### config.mk
export PLATFORM = sky130hd
export DESIGN_NAME = recursive_mutex_fifo_waiters_top
export DESIGN_NICKNAME = d
export VERILOG_FILES = /design/src/design/rmfw_pkg.sv /design/src/design/recursive_mutex_fifo_waiters_top.sv
export SDC_FILE = /design/constraint.sdc
export NUM_CORES = 1
export LEC_CHECK = 0
export BUFFER_PORTS_ARGS = -buffer_cell sky130_fd_sc_hd__buf_2
export CORE_ASPECT_RATIO = 1.1
export CORE_MARGIN = 5
export CORE_UTILIZATION = 45
export CTS_CLUSTER_DIAMETER = 150
export DETAILED_ROUTE_END_ITERATION = 6
export GPL_ROUTABILITY_DRIVEN = 0
export PLACE_DENSITY = 0.66
export RECOVER_POWER = 25
export SKIP_CTS_REPAIR_TIMING = 1
export SLEW_MARGIN = 40
export SYNTH_ARGS = -nofsm -noshare
export SYNTH_HDL_FRONTEND = slang
export SYNTH_SLANG_ARGS = --single-unit
### constraint.sdc
create_clock -name clk -period 3.8 [get_ports clk]
set_input_delay 0.76 -clock clk [delete_from_list [all_inputs] [get_ports clk]]
set_output_delay 0.76 -clock clk [all_outputs]
set_load 0.01 [all_outputs]
### src/design/rmfw_pkg.sv
// Shared types and constants for the recursive mutex with FIFO wait queue.
`default_nettype none
package rmfw_pkg;

  localparam int TID_W    = 4;
  localparam int STATUS_W = 4;
  localparam int HOLD_W   = 8;
  localparam int WAIT_W   = 5;

  localparam int DEF_NUM_THREADS = 16;
  localparam int DEF_COUNT_BITS  = 8;

  localparam logic       MODE_ACQUIRE = 1'b0;
  localparam logic       MODE_RELEASE = 1'b1;

  localparam logic [STATUS_W-1:0] ST_GRANT      = 4'd0;
  localparam logic [STATUS_W-1:0] ST_RECURSED   = 4'd1;
  localparam logic [STATUS_W-1:0] ST_BLOCKED    = 4'd2;
  localparam logic [STATUS_W-1:0] ST_LOWERED    = 4'd3;
  localparam logic [STATUS_W-1:0] ST_FREED      = 4'd4;
  localparam logic [STATUS_W-1:0] ST_HANDOFF    = 4'd5;
  localparam logic [STATUS_W-1:0] ST_NOT_HOLDER = 4'd6;
  localparam logic [STATUS_W-1:0] ST_DUP_WAIT   = 4'd7;
  localparam logic [STATUS_W-1:0] ST_OVERFLOW   = 4'd8;

  typedef struct packed {
    logic             mode;
    logic [TID_W-1:0] thread_id;
  } req_beat_t;

  typedef struct packed {
    logic [STATUS_W-1:0] status;
    logic                woken_valid;
    logic [TID_W-1:0]    woken_thread;
    logic                lock_held;
    logic [TID_W-1:0]    holder_thread;
    logic [HOLD_W-1:0]   hold_count;
    logic [WAIT_W-1:0]   waiting_count;
  } rsp_beat_t;

endpackage
`default_nettype wire

### src/design/recursive_mutex_fifo_waiters_top.sv
// Recursive mutex with strict arrival-order hand-off through a FIFO wait queue.
//
// Request channel (req_valid/req_ready/req) carries one beat per lock request:
// acquire or release on behalf of a thread. Response channel
// (rsp_valid/rsp_ready/rsp) returns exactly one beat per request with the
// status and the lock and queue state after it.
// Each request is taken in the idle state while the wait-queue memory is read
// at the head pointer; the execute state then reads the registered queue entry,
// updates the lock state, writes the queue at the tail and loads the response
// register. A new request is taken only after the previous one has left the
// execute state; the queue memory read at the head pointer is registered.
// A response beat can wait in its register while the next request is taken;
// if it is still not taken when the next result is ready, the block holds in
// its execute state and req_ready stays low until rsp_ready frees the register.
// Reset (rst, synchronous) frees the lock, empties the queue and clears the
// waiting map; the queue memory itself is not cleared and needs no pass.
`default_nettype none
module recursive_mutex_fifo_waiters_top #(
  parameter int NUM_THREADS = rmfw_pkg::DEF_NUM_THREADS,
  parameter int COUNT_BITS  = rmfw_pkg::DEF_COUNT_BITS
) (
  input  wire                      clk,
  input  wire                      rst,
  input  wire                      req_valid,
  output logic                     req_ready,
  input  wire rmfw_pkg::req_beat_t req,
  output logic                     rsp_valid,
  input  wire                      rsp_ready,
  output rmfw_pkg::rsp_beat_t      rsp
);

  localparam int IDX_W  = $clog2(NUM_THREADS);
  localparam int FILL_W = $clog2(NUM_THREADS + 1);

  typedef enum logic [1:0] {
    S_IDLE = 2'b01,
    S_EXEC = 2'b10
  } state_t;

  state_t                  state, state_next;
  logic                    req_mode;
  logic [rmfw_pkg::TID_W-1:0] req_tid;

  logic                    held, held_next;
  logic [IDX_W-1:0]        owner, owner_next;
  logic [COUNT_BITS-1:0]   depth, depth_next;
  logic [IDX_W-1:0]        head, head_next;
  logic [IDX_W-1:0]        tail, tail_next;
  logic [FILL_W-1:0]       fill, fill_next;
  logic [NUM_THREADS-1:0]  waiting_map, waiting_map_next;

  logic [IDX_W-1:0]        queue_mem [NUM_THREADS];
  logic [IDX_W-1:0]        queue_rd;

  logic                    tid_ok;
  logic [IDX_W-1:0]        tid_idx;
  logic                    commit;
  logic                    mem_we;
  logic [rmfw_pkg::STATUS_W-1:0] status;
  logic                    woken_valid;
  logic [IDX_W-1:0]        woken;
  rmfw_pkg::rsp_beat_t     rsp_next;

  assign req_ready = (state == S_IDLE);
  assign commit    = (state == S_EXEC) && (!rsp_valid || rsp_ready);
  assign tid_ok    = (32'(req_tid) < 32'(NUM_THREADS));
  assign tid_idx   = IDX_W'(req_tid);

  always_comb begin
    held_next        = held;
    owner_next       = owner;
    depth_next       = depth;
    head_next        = head;
    tail_next        = tail;
    fill_next        = fill;
    waiting_map_next = waiting_map;
    mem_we           = 1'b0;
    woken_valid      = 1'b0;
    woken            = '0;
    status           = rmfw_pkg::ST_NOT_HOLDER;
    if (!tid_ok) begin
      status = rmfw_pkg::ST_NOT_HOLDER;
    end else if (req_mode == rmfw_pkg::MODE_ACQUIRE) begin
      if (!held) begin
        held_next  = 1'b1;
        owner_next = tid_idx;
        depth_next = COUNT_BITS'(1);
        status     = rmfw_pkg::ST_GRANT;
      end else if (owner == tid_idx) begin
        if (depth == '1) begin
          status = rmfw_pkg::ST_OVERFLOW;
        end else begin
          depth_next = depth + COUNT_BITS'(1);
          status     = rmfw_pkg::ST_RECURSED;
        end
      end else if (waiting_map[tid_idx] || fill >= FILL_W'(NUM_THREADS)) begin
        status = rmfw_pkg::ST_DUP_WAIT;
      end else begin
        mem_we                    = 1'b1;
        tail_next                 = (tail == IDX_W'(NUM_THREADS - 1)) ? '0 : tail + IDX_W'(1);
        fill_next                 = fill + FILL_W'(1);
        waiting_map_next[tid_idx] = 1'b1;
        status                    = rmfw_pkg::ST_BLOCKED;
      end
    end else begin
      if (!held || owner != tid_idx) begin
        status = rmfw_pkg::ST_NOT_HOLDER;
      end else if (depth > COUNT_BITS'(1)) begin
        depth_next = depth - COUNT_BITS'(1);
        status     = rmfw_pkg::ST_LOWERED;
      end else if (fill != '0) begin
        head_next                  = (head == IDX_W'(NUM_THREADS - 1)) ? '0 : head + IDX_W'(1);
        fill_next                  = fill - FILL_W'(1);
        waiting_map_next[queue_rd] = 1'b0;
        owner_next                 = queue_rd;
        depth_next                 = COUNT_BITS'(1);
        woken_valid                = 1'b1;
        woken                      = queue_rd;
        status                     = rmfw_pkg::ST_HANDOFF;
      end else begin
        held_next  = 1'b0;
        owner_next = '0;
        depth_next = '0;
        status     = rmfw_pkg::ST_FREED;
      end
    end
  end

  always_comb begin
    rsp_next.status        = status;
    rsp_next.woken_valid   = woken_valid;
    rsp_next.woken_thread  = rmfw_pkg::TID_W'(woken);
    rsp_next.lock_held     = held_next;
    rsp_next.holder_thread = held_next ? rmfw_pkg::TID_W'(owner_next) : '0;
    rsp_next.hold_count    = held_next ? rmfw_pkg::HOLD_W'(depth_next) : '0;
    rsp_next.waiting_count = rmfw_pkg::WAIT_W'(fill_next);
  end

  always_comb begin
    state_next = state;
    case (state)
      S_IDLE: begin
        if (req_valid) state_next = S_EXEC;
      end
      S_EXEC: begin
        if (commit) state_next = S_IDLE;
      end
      default: state_next = S_IDLE;
    endcase
  end

  always_ff @(posedge clk) begin
    if (commit && mem_we) queue_mem[tail] <= tid_idx;
    queue_rd <= queue_mem[head];
  end

  always_ff @(posedge clk) begin
    if (req_valid && req_ready) begin
      req_mode <= req.mode;
      req_tid  <= req.thread_id;
    end
    if (commit) rsp <= rsp_next;
  end

  always_ff @(posedge clk) begin
    if (rst) begin
      state       <= S_IDLE;
      held        <= 1'b0;
      owner       <= '0;
      depth       <= '0;
      head        <= '0;
      tail        <= '0;
      fill        <= '0;
      waiting_map <= '0;
      rsp_valid   <= 1'b0;
    end else begin
      state <= state_next;
      if (commit) begin
        held        <= held_next;
        owner       <= owner_next;
        depth       <= depth_next;
        head        <= head_next;
        tail        <= tail_next;
        fill        <= fill_next;
        waiting_map <= waiting_map_next;
        rsp_valid   <= 1'b1;
      end else if (rsp_ready) begin
        rsp_valid <= 1'b0;
      end
    end
  end

  a_map_matches_fill: assert property (@(posedge clk) disable iff (rst)
    $countones(waiting_map) == 32'(fill))
    else $error("waiting map population differs from queue fill");

  a_free_means_empty: assert property (@(posedge clk) disable iff (rst)
    !held |-> (depth == '0 && fill == '0 && owner == '0))
    else $error("free lock with depth, owner or waiters");

  a_held_depth: assert property (@(posedge clk) disable iff (rst)
    held |-> depth != '0)
    else $error("held lock with zero depth");

  a_wake_is_holder: assert property (@(posedge clk) disable iff (rst)
    (rsp_valid && rsp.woken_valid) |->
      (rsp.lock_held && rsp.holder_thread == rsp.woken_thread &&
       rsp.status == rmfw_pkg::ST_HANDOFF))
    else $error("woken thread not reported as holder");

endmodule
`default_nettype wire
Word level (Yosys, flattened, before mapping). Memories as Yosys holds them, arrays and structs flattened. A register that Yosys moved wholly into a read port is not among the register bits. Cells that the tools add are included.

Equality and inequality tests: 14. $lt $le $gt $ge: 6. Bitwise operators: 8. Reduce and logical (&&, ||, !) cells: 18. Muxes and demuxes: 58. $add $sub $neg: 6.

Operators by type and width (number): 2-to-1 mux 16 bit (7); 2-to-1 mux 8 bit (6); 2-to-1 mux 4 bit (11); 2-to-1 mux 5 bit (7); 2-to-1 mux 1 bit (18); bitwise AND 16 bit (1); NOT 16 bit (1); OR 16 bit (1); inequality test 2 bit, second input constant (6); < comparator 4 x 5 -> 1 bit, second input constant (2); AND reduction 5 bit (2); 2-to-1 mux 3 bit (3); adder 4 x 1 -> 4 bit, second input constant (2); adder 8 x 1 -> 8 bit, second input constant (1); demux 1 bit (select 4 bit) (2); == test 4 bit, second input constant (2); == test 8 bit, second input constant (1); >= comparator 4 x 1 -> 1 bit, second input constant (2); > comparator 8 x 1 -> 1 bit, second input constant (1); subtractor 8 x 1 -> 8 bit, second input constant (1); AND reduction 7 bit (1); adder 5 x 1 -> 5 bit, second input constant (1); >= comparator 5 bit, second input constant (1); logical AND 1 bit (5); 16 further kinds (25).

Output and inout port bits: 29. Memories kept: 1. Register bits after elaboration: 77. Word-level logic and storage cells: 129. RAM bits: 64.

Memory list: queue_mem (words 16, bits a word 4, read ports 1, clocked after memory_dff 1, wr ports 1, RTL line recursive_mutex_fifo_waiters_top.sv:52) `logic [IDX_W-1:0] queue_mem [NUM_THREADS];`.

Depth between registers and ports, before layout.
Word-level depth: 10. Depth in mapped cells: 12.

Worst setup path before layout. Ideal clock, no wire load.

Path kind: register to register. From: register req_tid[1] in the netlist's numbering. To: memory queue_mem[3][0] in the netlist's numbering (enable). Arrival time: 2.529 ns. Path buffers: 2. Stages on the path, launching flop included: 8. Data required time: 3.439 ns. Clock period less this slack: 2.890 ns. Setup slack: 0.910 ns. Cell sequence: edfxtp_1 > buf_6 > mux4_2 > mux4_2 > nor2_1 > clkbuf_1 > nand2_1 > nor3_1.

Word-level cells in the longest chain between the ends: 10.

Ends and longest elaborated chain: start: declaration (RTL line recursive_mutex_fifo_waiters_top.sv:42) `logic [rmfw_pkg::TID_W-1:0] req_tid;`; start signal: assignment (RTL line recursive_mutex_fifo_waiters_top.sv:160) `req_tid <= req.thread_id;`; binary-select mux 1 bit (select 4 bit) (RTL line recursive_mutex_fifo_waiters_top.sv:96) `end else if (waiting_map[tid_idx] || fill >= FILL_W'(NUM_THREADS)) begin`; 2-to-1 mux 1 bit (implied by the code) (RTL line recursive_mutex_fifo_waiters_top.sv:96); logical OR 1 bit (RTL line recursive_mutex_fifo_waiters_top.sv:96); 2-to-1 mux 1 bit (RTL line recursive_mutex_fifo_waiters_top.sv:96); 2-to-1 mux 1 bit * (RTL line recursive_mutex_fifo_waiters_top.sv:89) `end else if (owner == tid_idx) begin`; 2-to-1 mux 1 bit * (RTL line recursive_mutex_fifo_waiters_top.sv:84) `if (!held) begin`; 2-to-1 mux 1 bit * (RTL line recursive_mutex_fifo_waiters_top.sv:83) `end else if (req_mode == rmfw_pkg::MODE_ACQUIRE) begin`; logical AND 1 bit * (RTL line recursive_mutex_fifo_waiters_top.sv:153) `if (commit && mem_we) queue_mem[tail] <= tid_idx;`; 2-to-1 mux 1 bit * (RTL line recursive_mutex_fifo_waiters_top.sv:153); 2-to-1 mux 1 bit (implied by the code) * (RTL line recursive_mutex_fifo_waiters_top.sv:153); end: declaration (RTL line recursive_mutex_fifo_waiters_top.sv:52).

Mark *: on every way between the ends. The rest lies on a longest branch, timed or not. The select of a mux whose other input is x is not followed.

Worst setup path after layout.
From: register req_tid[0] in the netlist's numbering. To: register fill[0].

Word-level cells in the longest chain between the ends: 7.

Ends and longest elaborated chain: binary-select mux 1 bit (select 4 bit) (RTL line recursive_mutex_fifo_waiters_top.sv:96); 2-to-1 mux 1 bit (implied by the code) (RTL line recursive_mutex_fifo_waiters_top.sv:96); logical OR 1 bit (RTL line recursive_mutex_fifo_waiters_top.sv:96); 2-to-1 mux 5 bit (RTL line recursive_mutex_fifo_waiters_top.sv:96); 2-to-1 mux 5 bit (RTL line recursive_mutex_fifo_waiters_top.sv:89); 2-to-1 mux 5 bit (RTL line recursive_mutex_fifo_waiters_top.sv:84); 2-to-1 mux 5 bit * (RTL line recursive_mutex_fifo_waiters_top.sv:83); end signal: assignment (RTL line recursive_mutex_fifo_waiters_top.sv:184) `fill <= fill_next;`; end: declaration (RTL line recursive_mutex_fifo_waiters_top.sv:49) `logic [FILL_W-1:0] fill, fill_next;`.

Marks and branches as above. A chain may end at the register's enable or synchronous reset.

==> qor.csv <==
stage,metric,value,unit
worst_hold_path,Worst Hold Depth,2,
finish,FILL cells,1238,
clocking,sinks on the clock net,145,
logic_synthesis,most numerous cell in the Yosys netlist,edfxtp_1,
timing,Fin Setup TNS,0,ns
timing,Final period util,89.6,%
timing,Slew @ Worst Pin,2.15,ns
finish,register area,3860,um^2
logic_synthesis,area fraction in compound gates after synthesis,10.9,%
timing,Slew headroom,-43.4,%
timing,fin. max-slew vios,45,
logic_synthesis,top cell type's share of synthesized area,42.8,%
critical_path,CP Class,register to register,
global_routing,initial antenna violation count,0,
finish,Final Util,52.8,%
finish,# diodes,0,
logic_synthesis,Avg Inst Size Synth,11.9,um^2
detailed_routing,total number of vias,4844,
critical_path,Worst Path Max Fanout,26,
floorplanning,Die Area,17500,um^2
power_and_ir_drop,Peak VDD IR,0.362,mV
critical_path,Worst EP required,4.10,ns
clocking,TritonCTS Buffers,17,
timing,hold violation count in the final report,0,
detailed_routing,number of vias per cell,6.04,
place,IO Port Bufs,37,
logic_synthesis,Mapped Area,6730,um^2
power_and_ir_drop,LEAKAGE,2.62,nW
finish,share of layout cells above drive strength 1,18.7,%
global_routing,vias in the first global route,4666,
detailed_routing,per-cell routed wire length,19.6,um
floorplanning,Die X,127,um
logic_synthesis,Post-Synth Adder-Cell Area,2.05,%
floorplanning,Initial Util,46.2,%
timing,final setup fails,0,
global_routing,largest net degree at the start of global routing,50,
logic_synthesis,simple-gate share of the synthesized area,15.7,%
logic_synthesis,"Async S/R FF share, synth",0,%
detailed_routing,Pre-antenna DRT Iters,5,
critical_path,r2r endpoint,fill[0],
global_routing,first-pass GRT wire length,25.3,mm
clocking,CTS H-Tree Depth,4,
logic_synthesis,syn_nets,586,
logic_synthesis,Synth Area in XOR/XNOR,1.04,%
place,Post-DP HPWL,10.8,mm
global_routing,GRT Util Overall,18.3,%
logic_synthesis,synth unique cells,61,
critical_path,Worst Setup End Kind,register,
logic_synthesis,largest family of logic cells by synthesized area,simple AND/OR/NAND/NOR gates,
logic_synthesis,post-synth top area cell,edfxtp_1,
clocking,CTS tree,yes,
clocking,clock-pin slew on the worst setup and hold paths,0.06,ns
clocking,Worst-Skew Late Latency,0.42,ns
finish,area added between synthesis and finish,14.3,%
timing,Period minus WS final,3.40,ns
run_status,outcome,"finished, violations left",
clocking,clk root buf,clkbuf_16,
logic_synthesis,"Seq/Total Area, Yosys",57.4,%
floorplanning,FP Rows,46,
floorplanning,Die Height,138,um
critical_path,Reg2Reg Depth,5,
worst_hold_path,HP Class,register to register,
power_and_ir_drop,PD cells,449,nW/um^2
logic_synthesis,Post-synth EDFFs,96,
logic_synthesis,Seq cells post-synth,145,
logic_synthesis,yosys warns,0,
critical_path,reg2reg start,req_tid[0],
floorplanning,area of the core,14600,um^2
logic_synthesis,Synth Flop Type,edfxtp_1,
critical_path,FF-to-FF setup slack,0.40,ns
finish,Nets,619,
worst_hold_path,Hold EP,waiting_map[4],
critical_path,Setup crit start kind,register,
timing,RSZ-0062 raised after global routing,no,
detailed_routing,final antenna-violating net count,0,
flow_run,Max-Cap Viols,1,
logic_synthesis,top post-synthesis cells by area,"edfxtp_1 (43%), dfxtp_1 (15%), mux4_2 (8.0%)",
logic_synthesis,Post-Synthesis Cells,566,
timing,fmax,0.294,GHz
finish,area of the multi-input gates,2660,um^2
global_routing,final global-route overflow total,0,
clocking,maximum root-to-sink buffer count,2,
logic_synthesis,post-synthesis mux area share,9.71,%
floorplanning,number of I/O pins,38,
logic_synthesis,synth cell count leaders,"edfxtp_1 (96), nor2_1 (57), dfxtp_1 (49)",
detailed_routing,initial drt markers,628,
run_status,failing checks,"capacitance limit, slew limit",
critical_path,Worst Path Arrival,3.70,ns
timing,clk_skew,0.00980,ns
worst_hold_path,Worst Hold Launch,waiting_map[4],
detailed_routing,WL final,15.8,mm
detailed_routing,DRC Markers,0,
==> registers in the layout, summed over array words and instances (netlist names) <==
register     count
queue_rd         4
queue_mem       64
rsp_valid        1
waiting_map     16
rsp             27
req_tid          4
req_mode         1
tail             4
state            2
held             1
depth            8
owner            4
fill             5
head             4
==> worst max-delay path, cell delays in order (launching register included) <==
cell	delay (ns)
edfxtp_1	0.42
clkbuf_1	1.03
mux4_2	0.77
or4b_4	0.57
a21oi_2	0.16
mux2_1	0.33
==> worst max-delay path by stage <==
stage / from / slack [ns] / to / cells after the start
after floorplan: req_tid[1] / 0.91 / queue_mem[3][0] / 7
final: req_tid[0] / 0.40 / fill[0] / 5
after detailed placement: req_tid[2] / 0.70 / rsp[2] / 6
after global routing: req_tid[0] / 0.30 / queue_mem[7][2] / 5
after CTS: req_tid[2] / 0.68 / rsp[4] / 7
after global placement: req_tid[2] / 0.74 / rsp[2] / 6
==> per-layer routing <==
| metal | vias up | wire, um | track usage [%] | part of all wire [%] |
|---|---|---|---|---|
| li1 | 2232 | - | - | - |
| met1 | 2353 | 6290 | 23.6 | 40 |
| met2 | 225 | 7950 | 30.5 | 50 |
| met3 | 34 | 1160 | 4.24 | 7.4 |
| met4 | 0 | 346 | 5.76 | 2.2 |
| met5 | - | 0 | 0 | 0 |
==> stage by stage <==
| step | setup WS, ns | std cells | instance area (um^2) | hold slack [ns] | power (mW) |
|---|---|---|---|---|---|
| 2_1_floorplan | 0.910 | 566 | 6730 | 0.444 | 1.81 |
| 3_3_place_gp | 0.744 | 772 | 7120 | 0.462 | 1.85 |
| 3_5_place_dp | 0.699 | 772 | 7120 | 0.466 | 1.85 |
| 4_1_cts | 0.678 | 802 | 7700 | 0.476 | 3.48 |
| 5_1_grt | 0.297 | 802 | 7690 | 0.501 | 3.56 |
| 6_report | 0.395 | 802 | 7690 | 0.482 | 3.45 |
==> power by group <==
part	switching, mW	internal (mW)
sequential	0.0165	1.69
clock	0.662	0.974
combinational	0.0750	0.0333
==> cell type report <==
class,count,area share [%]
Inverter,15,0.732
Clock inverter,13,2.00
Clock buffer,17,5.53
Tap cell,192,3.12
Sequential cell,145,50.3
Timing Repair Buffer,53,3.82
Multi-Input combinational cell,367,34.5
==> logic make-up after synthesis <==
kind of cell	count (synthesis)
xor gates and xnor gates	8
AOI/OAI and AO/OA	108
DFF	145
muxes	35
buffers and inverters	54
adders and majority gates	11
and+or+nand+nor	205
==> placed cells by master (no fill, tap or decap), drive strengths merged, types with 4 or more instances in the layout <==
cell,netlist,routed
edfxtp,96,96
nor2,57,57
dfxtp,49,49
buf,7,48
nand2,32,32
nor3,28,28
a21oi,26,26
mux4,24,24
clkbuf,32,22
inv,14,20
o21ai,19,19
and3,18,18
nand3,15,15
a31oi,11,11
ha,11,11
a211oi,10,10
mux2i,9,9
and2,9,9
nand4,8,8
nand2b,8,8
a22o,8,8
xnor2,7,7
nor2b,7,7
nor4,7,7
a2111oi,6,6
o31ai,5,5
a221oi,4,4
clkinv,1,4
(Power assumes the default switching activity.)
